## src/rtl/brtc_pkg.sv

```systemverilog
// Shared types, constants and helpers for the BCD clock/calendar block.
package brtc_pkg;

    localparam logic KIND_TICK = 1'b0;
    localparam logic KIND_LOAD = 1'b1;

    localparam int YEAR_BASE_W     = 14;
    localparam logic [YEAR_BASE_W-1:0] YEAR_BASE_RESET = 14'd2000;

    // floor(y / 100) == (y * DIV100_MUL) >> DIV100_SHIFT for y < 43690
    localparam logic [12:0] DIV100_MUL   = 13'd5243;
    localparam int          DIV100_SHIFT = 19;

    // floor(v / 10) == (v * DIV10_MUL) >> DIV10_SHIFT for v < 1024
    localparam logic [7:0] DIV10_MUL   = 8'd205;
    localparam int         DIV10_SHIFT = 11;

    typedef logic [4:0] month_len_t;

    localparam month_len_t MONTH_DAYS [12] = '{
        5'd31, 5'd29, 5'd31, 5'd30, 5'd31, 5'd30,
        5'd31, 5'd31, 5'd30, 5'd31, 5'd30, 5'd31
    };

    typedef struct packed {
        logic       kind;
        logic [6:0] load_sec;
        logic [6:0] load_min;
        logic [5:0] load_hour;
        logic [2:0] load_weekday;
        logic [5:0] load_date;
        logic [4:0] load_month;
        logic [7:0] load_year;
    } item_t;

    typedef struct packed {
        logic [6:0] sec_bcd;
        logic [6:0] min_bcd;
        logic [5:0] hour_bcd;
        logic [2:0] weekday;
        logic [5:0] date_bcd;
        logic [4:0] month_bcd;
        logic [7:0] year_bcd;
        logic       day_rolled;
    } result_t;

    // Binary 0..99 to two BCD digits
    function automatic logic [7:0] bin_to_bcd(input logic [6:0] v);
        logic [14:0] prod;
        logic [3:0]  tens;
        logic [6:0]  ones;
        prod = 15'(v) * 15'(DIV10_MUL);
        tens = prod[DIV10_SHIFT+3:DIV10_SHIFT];
        ones = v - (7'(tens) * 7'd10);
        return {tens, ones[3:0]};
    endfunction

    // Two BCD-ish digits to binary, tens digit of up to four bits
    function automatic logic [7:0] bcd_to_bin(input logic [7:0] v);
        return 8'(v[7:4] * 8'd10) + 8'(v[3:0]);
    endfunction

endpackage

```

## src/rtl/bcd_rtc_calendar_tick.sv

```systemverilog
// BCD real-time clock and calendar, top level.
//
// Item channel (item_valid / item_stall / item): each transfer is a
// one-second tick or a load of a full time. Result channel
// (result_valid / result_stall / result): one result per item with the
// time after that item and a midnight-crossing flag.
// Config channel (cfg_valid / cfg_ready / cfg_data): writes year_base,
// the offset added to the two-digit year for the leap-year test; it is
// always ready.
// The item sits in the input register and goes through the carry logic
// into the result register when the result side can take it. Throughput
// is one item per cycle while the result is not stalled; the carry chain
// from seconds through the leap-year divisibility test is combinational.
// When the receiver stalls the result register holds, the input register
// still takes one item, and item_stall rises only when both are full.
// Reset sets 00:00:00, weekday 1, date 01-01-00 and year_base 2000, and
// empties both registers.
module bcd_rtc_calendar_tick (
    input  logic            clk,
    input  logic            rst_n,
    input  logic            item_valid,
    output logic            item_stall,
    input  brtc_pkg::item_t item,
    output logic            result_valid,
    input  logic            result_stall,
    output brtc_pkg::result_t result,
    input  logic            cfg_valid,
    output logic            cfg_ready,
    input  logic [13:0]     cfg_data
);
    import brtc_pkg::*;

    logic [YEAR_BASE_W-1:0] year_base_reg;
    item_t   item_reg;
    logic    item_valid_reg;
    result_t result_reg;
    logic    result_valid_reg;

    logic [6:0] seconds_reg, seconds_next;
    logic [6:0] minutes_reg, minutes_next;
    logic [5:0] hours_reg, hours_next;
    logic [2:0] weekday_reg, weekday_next;
    logic [5:0] date_reg, date_next;
    logic [4:0] month_reg, month_next;
    logic [7:0] year_reg, year_next;
    logic       rolled;

    logic advance;
    logic accept;

    assign advance    = item_valid_reg && (!result_valid_reg || !result_stall);
    assign item_stall = item_valid_reg && !advance;
    assign accept     = item_valid && !item_stall;
    assign cfg_ready  = 1'b1;

    assign result_valid = result_valid_reg;
    assign result       = result_reg;

    // Carry logic
    logic        sec_carry, min_carry;
    logic [7:0]  hr_bin, date_bin, mon_bin, yr_bin;
    logic [14:0] full_year;
    logic [27:0] div_prod;
    logic [7:0]  cent_q;
    logic        div100, div400, leap;
    logic [4:0]  month_len;

    always_comb
    begin
        seconds_next = seconds_reg;
        minutes_next = minutes_reg;
        hours_next   = hours_reg;
        weekday_next = weekday_reg;
        date_next    = date_reg;
        month_next   = month_reg;
        year_next    = year_reg;
        rolled       = 1'b0;
        sec_carry    = 1'b0;
        min_carry    = 1'b0;

        hr_bin   = bcd_to_bin({2'b00, hours_reg}) + 8'd1;
        date_bin = bcd_to_bin({2'b00, date_reg}) + 8'd1;
        mon_bin  = bcd_to_bin({3'b000, month_reg});
        yr_bin   = bcd_to_bin(year_reg);

        full_year = {1'b0, year_base_reg} + 15'(yr_bin);
        div_prod  = 28'(full_year) * 28'(DIV100_MUL);
        cent_q    = div_prod[DIV100_SHIFT+7:DIV100_SHIFT];
        div100    = (15'(cent_q) * 15'd100) == full_year;
        div400    = div100 && (cent_q[1:0] == 2'b00);
        leap      = ((full_year[1:0] == 2'b00) && !div100) || div400;

        month_len = 5'd31;
        if ((mon_bin >= 8'd1) && (mon_bin <= 8'd12))
        begin
            month_len = MONTH_DAYS[4'(mon_bin - 8'd1)];
            if ((mon_bin == 8'd2) && !leap)
                month_len = 5'd28;
        end

        if (item_reg.kind == KIND_LOAD)
        begin
            seconds_next = item_reg.load_sec;
            minutes_next = item_reg.load_min;
            hours_next   = item_reg.load_hour;
            weekday_next = item_reg.load_weekday;
            date_next    = item_reg.load_date;
            month_next   = item_reg.load_month;
            year_next    = item_reg.load_year;
        end
        else
        begin
            // digit-wise count; ones of 9 or more carries
            if (seconds_reg[3:0] >= 4'd9)
            begin
                if (seconds_reg[6:4] >= 3'd5)
                begin
                    seconds_next = 7'h00;
                    sec_carry    = 1'b1;
                end
                else
                    seconds_next = {seconds_reg[6:4] + 3'd1, 4'd0};
            end
            else
                seconds_next = {seconds_reg[6:4], seconds_reg[3:0] + 4'd1};

            if (sec_carry)
            begin
                if (minutes_reg[3:0] >= 4'd9)
                begin
                    if (minutes_reg[6:4] >= 3'd5)
                    begin
                        minutes_next = 7'h00;
                        min_carry    = 1'b1;
                    end
                    else
                        minutes_next = {minutes_reg[6:4] + 3'd1, 4'd0};
                end
                else
                    minutes_next = {minutes_reg[6:4], minutes_reg[3:0] + 4'd1};
            end

            if (min_carry)
            begin
                if (hr_bin < 8'd24)
                    hours_next = 6'(bin_to_bcd(hr_bin[6:0]));
                else
                begin
                    hours_next = 6'h00;
                    rolled     = 1'b1;
                end
            end

            if (rolled)
            begin
                if ((weekday_reg == 3'd7) || (weekday_reg == 3'd0))
                    weekday_next = 3'd1;
                else
                    weekday_next = weekday_reg + 3'd1;

                if (date_bin <= 8'(month_len))
                    date_next = 6'(bin_to_bcd(date_bin[6:0]));
                else
                begin
                    date_next = 6'h01;
                    if (mon_bin >= 8'd12)
                    begin
                        month_next = 5'h01;
                        if (yr_bin >= 8'd99)
                            year_next = 8'h00;
                        else
                            year_next = bin_to_bcd(7'(yr_bin + 8'd1));
                    end
                    else
                        month_next = 5'(bin_to_bcd(7'(mon_bin + 8'd1)));
                end
            end
        end
    end

    always_ff @(posedge clk or negedge rst_n)
    begin
        if (!rst_n)
        begin
            year_base_reg    <= YEAR_BASE_RESET;
            item_valid_reg   <= 1'b0;
            result_valid_reg <= 1'b0;
            seconds_reg      <= 7'h00;
            minutes_reg      <= 7'h00;
            hours_reg        <= 6'h00;
            weekday_reg      <= 3'd1;
            date_reg         <= 6'h01;
            month_reg        <= 5'h01;
            year_reg         <= 8'h00;
        end
        else
        begin
            if (cfg_valid && cfg_ready)
                year_base_reg <= cfg_data;

            if (accept)
                item_valid_reg <= 1'b1;
            else if (advance)
                item_valid_reg <= 1'b0;

            if (advance)
            begin
                result_valid_reg <= 1'b1;
                seconds_reg      <= seconds_next;
                minutes_reg      <= minutes_next;
                hours_reg        <= hours_next;
                weekday_reg      <= weekday_next;
                date_reg         <= date_next;
                month_reg        <= month_next;
                year_reg         <= year_next;
            end
            else if (!result_stall)
                result_valid_reg <= 1'b0;
        end
    end

    always_ff @(posedge clk)
    begin
        if (accept)
            item_reg <= item;
        if (advance)
        begin
            result_reg.sec_bcd    <= seconds_next;
            result_reg.min_bcd    <= minutes_next;
            result_reg.hour_bcd   <= hours_next;
            result_reg.weekday    <= weekday_next;
            result_reg.date_bcd   <= date_next;
            result_reg.month_bcd  <= month_next;
            result_reg.year_bcd   <= year_next;
            result_reg.day_rolled <= rolled;
        end
    end

endmodule

```

## config.mk

```make
export PLATFORM = sky130hd
export DESIGN_NAME = bcd_rtc_calendar_tick
export DESIGN_NICKNAME = d
export VERILOG_FILES = /design/src/rtl/brtc_pkg.sv /design/src/rtl/bcd_rtc_calendar_tick.sv
export SDC_FILE = /design/constraint.sdc
export NUM_CORES = 1
export LEC_CHECK = 0
export BUFFER_PORTS_ARGS = -buffer_cell sky130_fd_sc_hd__buf_4
export CAP_MARGIN = 30
export CORE_MARGIN = 1.5
export CORE_UTILIZATION = 57
export DETAILED_ROUTE_END_ITERATION = 6
export PLACE_DENSITY = 0.83
export SLEW_MARGIN = 25
export SYNTH_ARGS = -nofsm -noshare
export SYNTH_HDL_FRONTEND = slang
export SYNTH_SLANG_ARGS = --single-unit
```

## constraint.sdc

```tcl
create_clock -name clk -period 12.5 [get_ports clk]
set_input_delay 0.625 -clock clk [delete_from_list [all_inputs] [get_ports clk]]
set_output_delay 0.625 -clock clk [all_outputs]
set_load 0.005 [all_outputs]
```

==> results of run 1 <==
## worst max path at each step
stage / from / end / slack [ns] / cells past startpoint
global placement: year_reg[5] / result[8] / 0.01 / 51
detailed placement: year_reg[5] / result[5] / -0.55 / 51
global route: year_reg[4] / year_reg[4] / -0.36 / 52
finish: year_reg[7] / result[12] / -0.03 / 51
CTS: year_reg[5] / month_reg[1] / 0.009 / 51
floorplan: year_reg[7] / result[3] / 0.32 / 52
## logic make-up after synthesis
family	after synthesis	synth area share, %
XOR/XNOR	97	6.07
flip-flops	144	26.1
buffers and inverters	267	6.63
AO/OA/AOI/OAI	276	12.2
AND/OR/NAND/NOR	275	8.40
adder cells (fa/ha/maj)	403	37.3
multiplexers	46	3.26
other	1	0.0242
## repair_timing
action / CTS / global route
pin swaps: 4 / 64
endpoints found under the setup margin: 38 / 38
gates resized for setup: 16 / 96
setup buffers: 5 / 29
cloned: 0 / 1
## layer usage
metal  wire (um)  global-route usage [%]
met5           0                       0
met4        2030                    10.4
met3        2210                    3.62
met2       20100                    48.9
met1       15000                    31.4
## worst reg2reg max path: cells and delay by family (launching register included)
family | cells | cell delay (ns)
AO/OA/AOI/OAI | 16 | 3.18
XOR/XNOR | 2 | 0.35
adder cells (fa/ha/maj) | 15 | 5.24
buffers and inverters | 9 | 1.12
flip-flops | 1 | 0.43
multiplexers | 2 | 0.38
AND/OR/NAND/NOR | 7 | 1.67
## cell usage after synthesis (all sizes together) (4+ instances only)
cell type  instances
ha               306
inv              234
fa                97
nand2             97
edfxtp            86
nor2              69
xnor2             68
a21oi             63
o21ai             60
dfrtp             49
mux2              35
nor3              26
xor2              23
a21o              18
a31oi             18
clkbuf            18
nand3             16
buf               15
o31ai             15
o21a              14
a211oi            12
and2              12
mux2i             11
o21bai            10
dfstp              9
nand4              9
or2                9
a211o              7
o211ai             7
xnor3              6
a221oi             5
a22oi              5
and3               5
nand2b             5
nor2b              5
or3                5
nor4               4
## stage by stage
| stage | cell area (sq um) | setup TNS (ns) | std cells | util [%] |
|---|---|---|---|---|
| after floorplan | 15500 | 0 | 1509 | - |
| after global placement | 16800 | 0 | 1955 | 62.7 |
| after detailed placement | 16800 | -10.99 | 1956 | 62.8 |
| after CTS | 17500 | 0 | 1993 | 65.3 |
| after global routing | 18300 | -9.09 | 2023 | 68.4 |
| final | 18300 | -0.0546 | 2023 | 68.4 |
## final cells by class
| type | count | share of cell area, % |
|---|---|---|
| clock buffer | 18 | 2.34 |
| tap | 341 | 2.33 |
| sequential | 144 | 22.1 |
| clock inverter | 14 | 0.805 |
| inverter | 234 | 4.80 |
| timing repair buffer | 174 | 7.35 |
| multi-input combinational | 1098 | 60.3 |
==> impl_metrics.json, run 1 <==
{
  "grt_pass1_wl_um": 60000,
  "die_area_sq_mm": 0.0282,
  "clk_latency_ns": 0.42,
  "die_w_um": 168,
  "core_sq_mm": 0.0268,
  "synth_seq_cells": 144,
  "antenna_found_initial": 0,
  "drive_above_1_share_pct": 21.8,
  "io_pins": 108,
  "gr-total-overflow": 0,
  "gp_congestion": 0.987,
  "violations": "setup timing",
  "grt_max_degree": 67,
  "ctsLongestPathBuffers": 2,
  "via_per_inst": 6.04,
  "start_util_pct": 57.8,
  "path_clk_slew_ns": 0.07,
  "path_common_cell": "ha_4",
  "outcome": "finished with violations",
  "r2r.worst_path.cells": 51,
  "async_reset_ff_share_pct": 40.3,
  "layout_commonest_cell": "ha_1",
  "timing.rr.start": "year_reg[7]",
  "setup_viol": 5,
  "port_buffers": 106,
  "yosysWarningCount": 0,
  "dp_hpwl_um": 28500,
  "die_y_um": 168,
  "first_global_vias": 12150,
  "htreeDepth": 4,
  "synth_area_leader_cell": "ha_1",
  "arrival_ns": 12.78,
  "syn_nets": 1974,
  "crit_family": "adder cells",
  "diodes": 0,
  "min_period_ns": 12.53,
  "final.period_utilization_pct": 100,
  "drt-initial-drc-count": 867,
  "hold_class": "in2async",
  "drt-total-wl_um": 39200,
  "wl_per_cell_um": 19.4,
  "critPathBufInv": 9,
  "core.rowCount": 60,
  "criticalPathCategory": "reg2reg",
  "clockRootBuffer": "clkbuf_16",
  "drv_cap": 0,
  "worstMarginPinSlew_ns": 0.835,
  "final_cell_mix": "281 x ha_1, 224 x inv_1, 166 x buf_4",
  "crit_path_start_kind": "flip-flop",
  "cts_buffers": 17,
  "multiInputGateArea_sq_mm": 0.0111,
  "cp_data_required_time_ns": 12.75,
  "crit_fanout": 6,
  "final_max_slew_viol_count": 0,
  "synth_area_leaders": "ha_1 25%, edfxtp_1 17%, fa_1 13%, dfrtp_1 7.9%, inv_1 5.6%",
  "cts_tree": "yes",
  "final_nets": 2134,
  "grt_usage_pct": 26.6,
  "synth_edf_count": 86,
  "synth_cell_types": 83,
  "syn2layout_area_growth_pct": 18.4,
  "worst_hold_slack_ns": 0.293,
  "synth_top_area_share_pct": 24.7,
  "fmax_mhz": 79.8,
  "yosysSeqAreaShare_pct": 26.1,
  "fin_ws_ns": -0.0253,
  "route.detailed.drc": 0,
  "skew_ns": 0.00809,
  "reg2reg_to": "result[12]",
  "fillCellCount": 1802,
  "slew_headroom_pct": 44.3,
  "regArea_sq_mm": 0.00405,
  "syn-cell-area_sq_mm": 0.0155,
  "drtPass1Iterations": 5,
  "cts_hold_buffers": 0,
  "antenna_left": 0,
  "via_count": 12213,
  "place_ws_ns": -0.552,
  "clkSinkCount": 144,
  "critPathMaxStageDelay_ns": 0.61,
  "synthCells": 1509,
  "crit_path_end_kind": "flip-flop",
  "avgSynthCellArea_sq_um": 10.3,
  "finalHoldViolations": 0,
  "crit_slowest_cell": "fa_2",
  "r2r_setup_slack_ns": -0.03,
  "synthFlopType": "edfxtp_1"
}
Power of run 1 is not shown: default switching activity piles up to over one toggle a cycle in this logic, so the estimate is an artifact.
==> run 2: changes to the inputs <==
--- a/config.mk
+++ b/config.mk
@@ -6,10 +6,10 @@
 export NUM_CORES = 1
 export LEC_CHECK = 0
 export BUFFER_PORTS_ARGS = -buffer_cell sky130_fd_sc_hd__buf_4
-export CAP_MARGIN = 30
 export CORE_MARGIN = 1.5
 export CORE_UTILIZATION = 57
 export DETAILED_ROUTE_END_ITERATION = 6
+export MAX_ROUTING_LAYER = met4
 export PLACE_DENSITY = 0.83
 export SLEW_MARGIN = 25
 export SYNTH_ARGS = -nofsm -noshare
==> run 2 against run 1 <==
Net effect:
- the run now ends clean
- register-to-register slack better by 0.06 ns
- global-route usage up 0.079 points
- critical path type unchanged
- first-iteration DRC count down 8.7%
- highest routed layer unchanged
==> impl_metrics.json, run 2 (synthesized netlist as in run 1, its figures left out) <==
{
  "outcome": "finished clean",
  "final.period_utilization_pct": 99.7,
  "cts_hold_buffers": 0,
  "crit_slowest_cell": "fa_2",
  "syn2layout_area_growth_pct": 17.6,
  "die_w_um": 168,
  "fin_area_sq_mm": 0.0182,
  "final_nets": 2125,
  "start_util_pct": 57.8,
  "antenna_found_initial": 0,
  "gp_congestion": 0.985,
  "reg2reg_to": "result[6]",
  "setup.worst_path.start": "year_reg[4]",
  "grt_usage_pct": 26.7,
  "route.detailed.drc": 0,
  "crit_path_end_kind": "flip-flop",
  "finalHoldViolations": 0,
  "place_ws_ns": -0.442,
  "gr-total-overflow": 0,
  "dp_hpwl_um": 28000,
  "critPathMaxStageDelay_ns": 0.59,
  "final_max_slew_viol_count": 0,
  "wl_per_cell_um": 18.7,
  "port_buffers": 106,
  "core_sq_mm": 0.0268,
  "grt_max_degree": 67,
  "core.rowCount": 60,
  "drive_above_1_share_pct": 21.0,
  "grt_pass1_wl_um": 58700,
  "drv_cap": 0,
  "final_cell_mix": "290 x ha_1, 228 x inv_1, 155 x buf_4",
  "path_clk_slew_ns": 0.07,
  "min_period_ns": 12.46,
  "clk_latency_ns": 0.43,
  "via_count": 11922,
  "skew_ns": 0.0143,
  "cts_buffers": 17,
  "clockRootBuffer": "clkbuf_16",
  "path_common_cell": "inv_1",
  "r2r_setup_slack_ns": 0.04,
  "drt-initial-drc-count": 792,
  "ctsLongestPathBuffers": 2,
  "layout_commonest_cell": "ha_1",
  "die_y_um": 168,
  "setup_viol": 0,
  "htreeDepth": 4,
  "fmax_mhz": 80.2,
  "drtPass1Iterations": 5,
  "slew_headroom_pct": 44.6,
  "r2r.worst_path.cells": 54,
  "io_pins": 108,
  "cp_data_required_time_ns": 12.67,
  "fin_ws_ns": 0.0364,
  "die_area_sq_mm": 0.0282,
  "worstMarginPinSlew_ns": 0.831,
  "antenna_left": 0,
  "clkSinkCount": 144,
  "hold_class": "in2async",
  "diodes": 0,
  "arrival_ns": 12.63,
  "drt-total-wl_um": 37700,
  "crit_fanout": 6,
  "endpoint": "result[6]",
  "dpl-instance-area_sq_mm": 0.0168,
  "timing.rr.start": "year_reg[4]",
  "criticalPathCategory": "reg2reg",
  "crit_path_start_kind": "flip-flop",
  "first_global_vias": 12034,
  "fin_setup_tns_ns": 0,
  "via_per_inst": 5.92,
  "cts_tree": "yes"
}
-- run 2: changes by cell type in the layout (fill, tap and decap cells not counted), moves of 3 or more --
cell / change
ha_1: +9
a221oi_2: -3
buf_4: -11
nor2_2: +4
inv_1: +4
buf_6: +4
nor2_1: -3
inv_2: -5
ha_4: -9
-- run 2: timing repair --
action | CTS | global route
cloned | 0 | 1
resized for setup | 15 | 102
buffers inserted | 2 | 27
pin swaps | 1 | 63
endpoints found under the setup margin | 38 | 38
-- run 2: layer usage --
layer | track usage (%) | up-vias | part of all wire, %
li1 | - | 5549 | -
met1 | 31.2 | 5816 | 39
met2 | 47.4 | 461 | 52
met3 | 3.22 | 96 | 5.5
met4 | 9.79 | 0 | 3.7
met5 | - | - | 0
-- run 2: worst min-delay path by stage --
stage	from	to	slack (ns)	cells past startpoint
2_1_floorplan	rst_n	date_reg[1]	0.33	0
3_3_place_gp	item_valid_reg	result_valid	0.47	1
3_5_place_dp	item_valid_reg	result_valid	0.48	1
4_1_cts	rst_n	seconds_reg[4]	0.32	1
5_1_grt	rst_n	seconds_reg[4]	0.35	1
6_report	rst_n	seconds_reg[4]	0.28	1
-- run 2: area by class of cell --
class | instances | area [sq um]
clock buffer | 17 | 425
clock inverter | 15 | 141
fill | 1850 | 8600
inverter | 234 | 882
multi-input combinational | 1098 | 11000
sequential | 144 | 4050
tap | 341 | 427
timing repair buffer | 165 | 1270
-- run 2: critical path, delay by kind of cell (launching register included) --
| kind | cells | cell delay [ns] |
|---|---|---|
| compound gates | 17 | 3.33 |
| xor+xnor | 2 | 0.30 |
| fa+ha+maj | 15 | 5.31 |
| buf+inv | 11 | 0.94 |
| flops | 1 | 0.42 |
| mux | 1 | 0.29 |
| simple gates | 8 | 1.56 |
-- run 2: through the flow --
stage / utilization, % / cells / hold slack (ns)
3_3_place_gp: 62.6 / 1952 / 0.468
5_1_grt: 67.9 / 2014 / 0.346
2_1_floorplan: - / 1509 / 0.329
6_report: 67.9 / 2014 / 0.276
4_1_cts: 65.0 / 1986 / 0.316
3_5_place_dp: 62.6 / 1952 / 0.480
Power of run 2 is left out for the same reason.
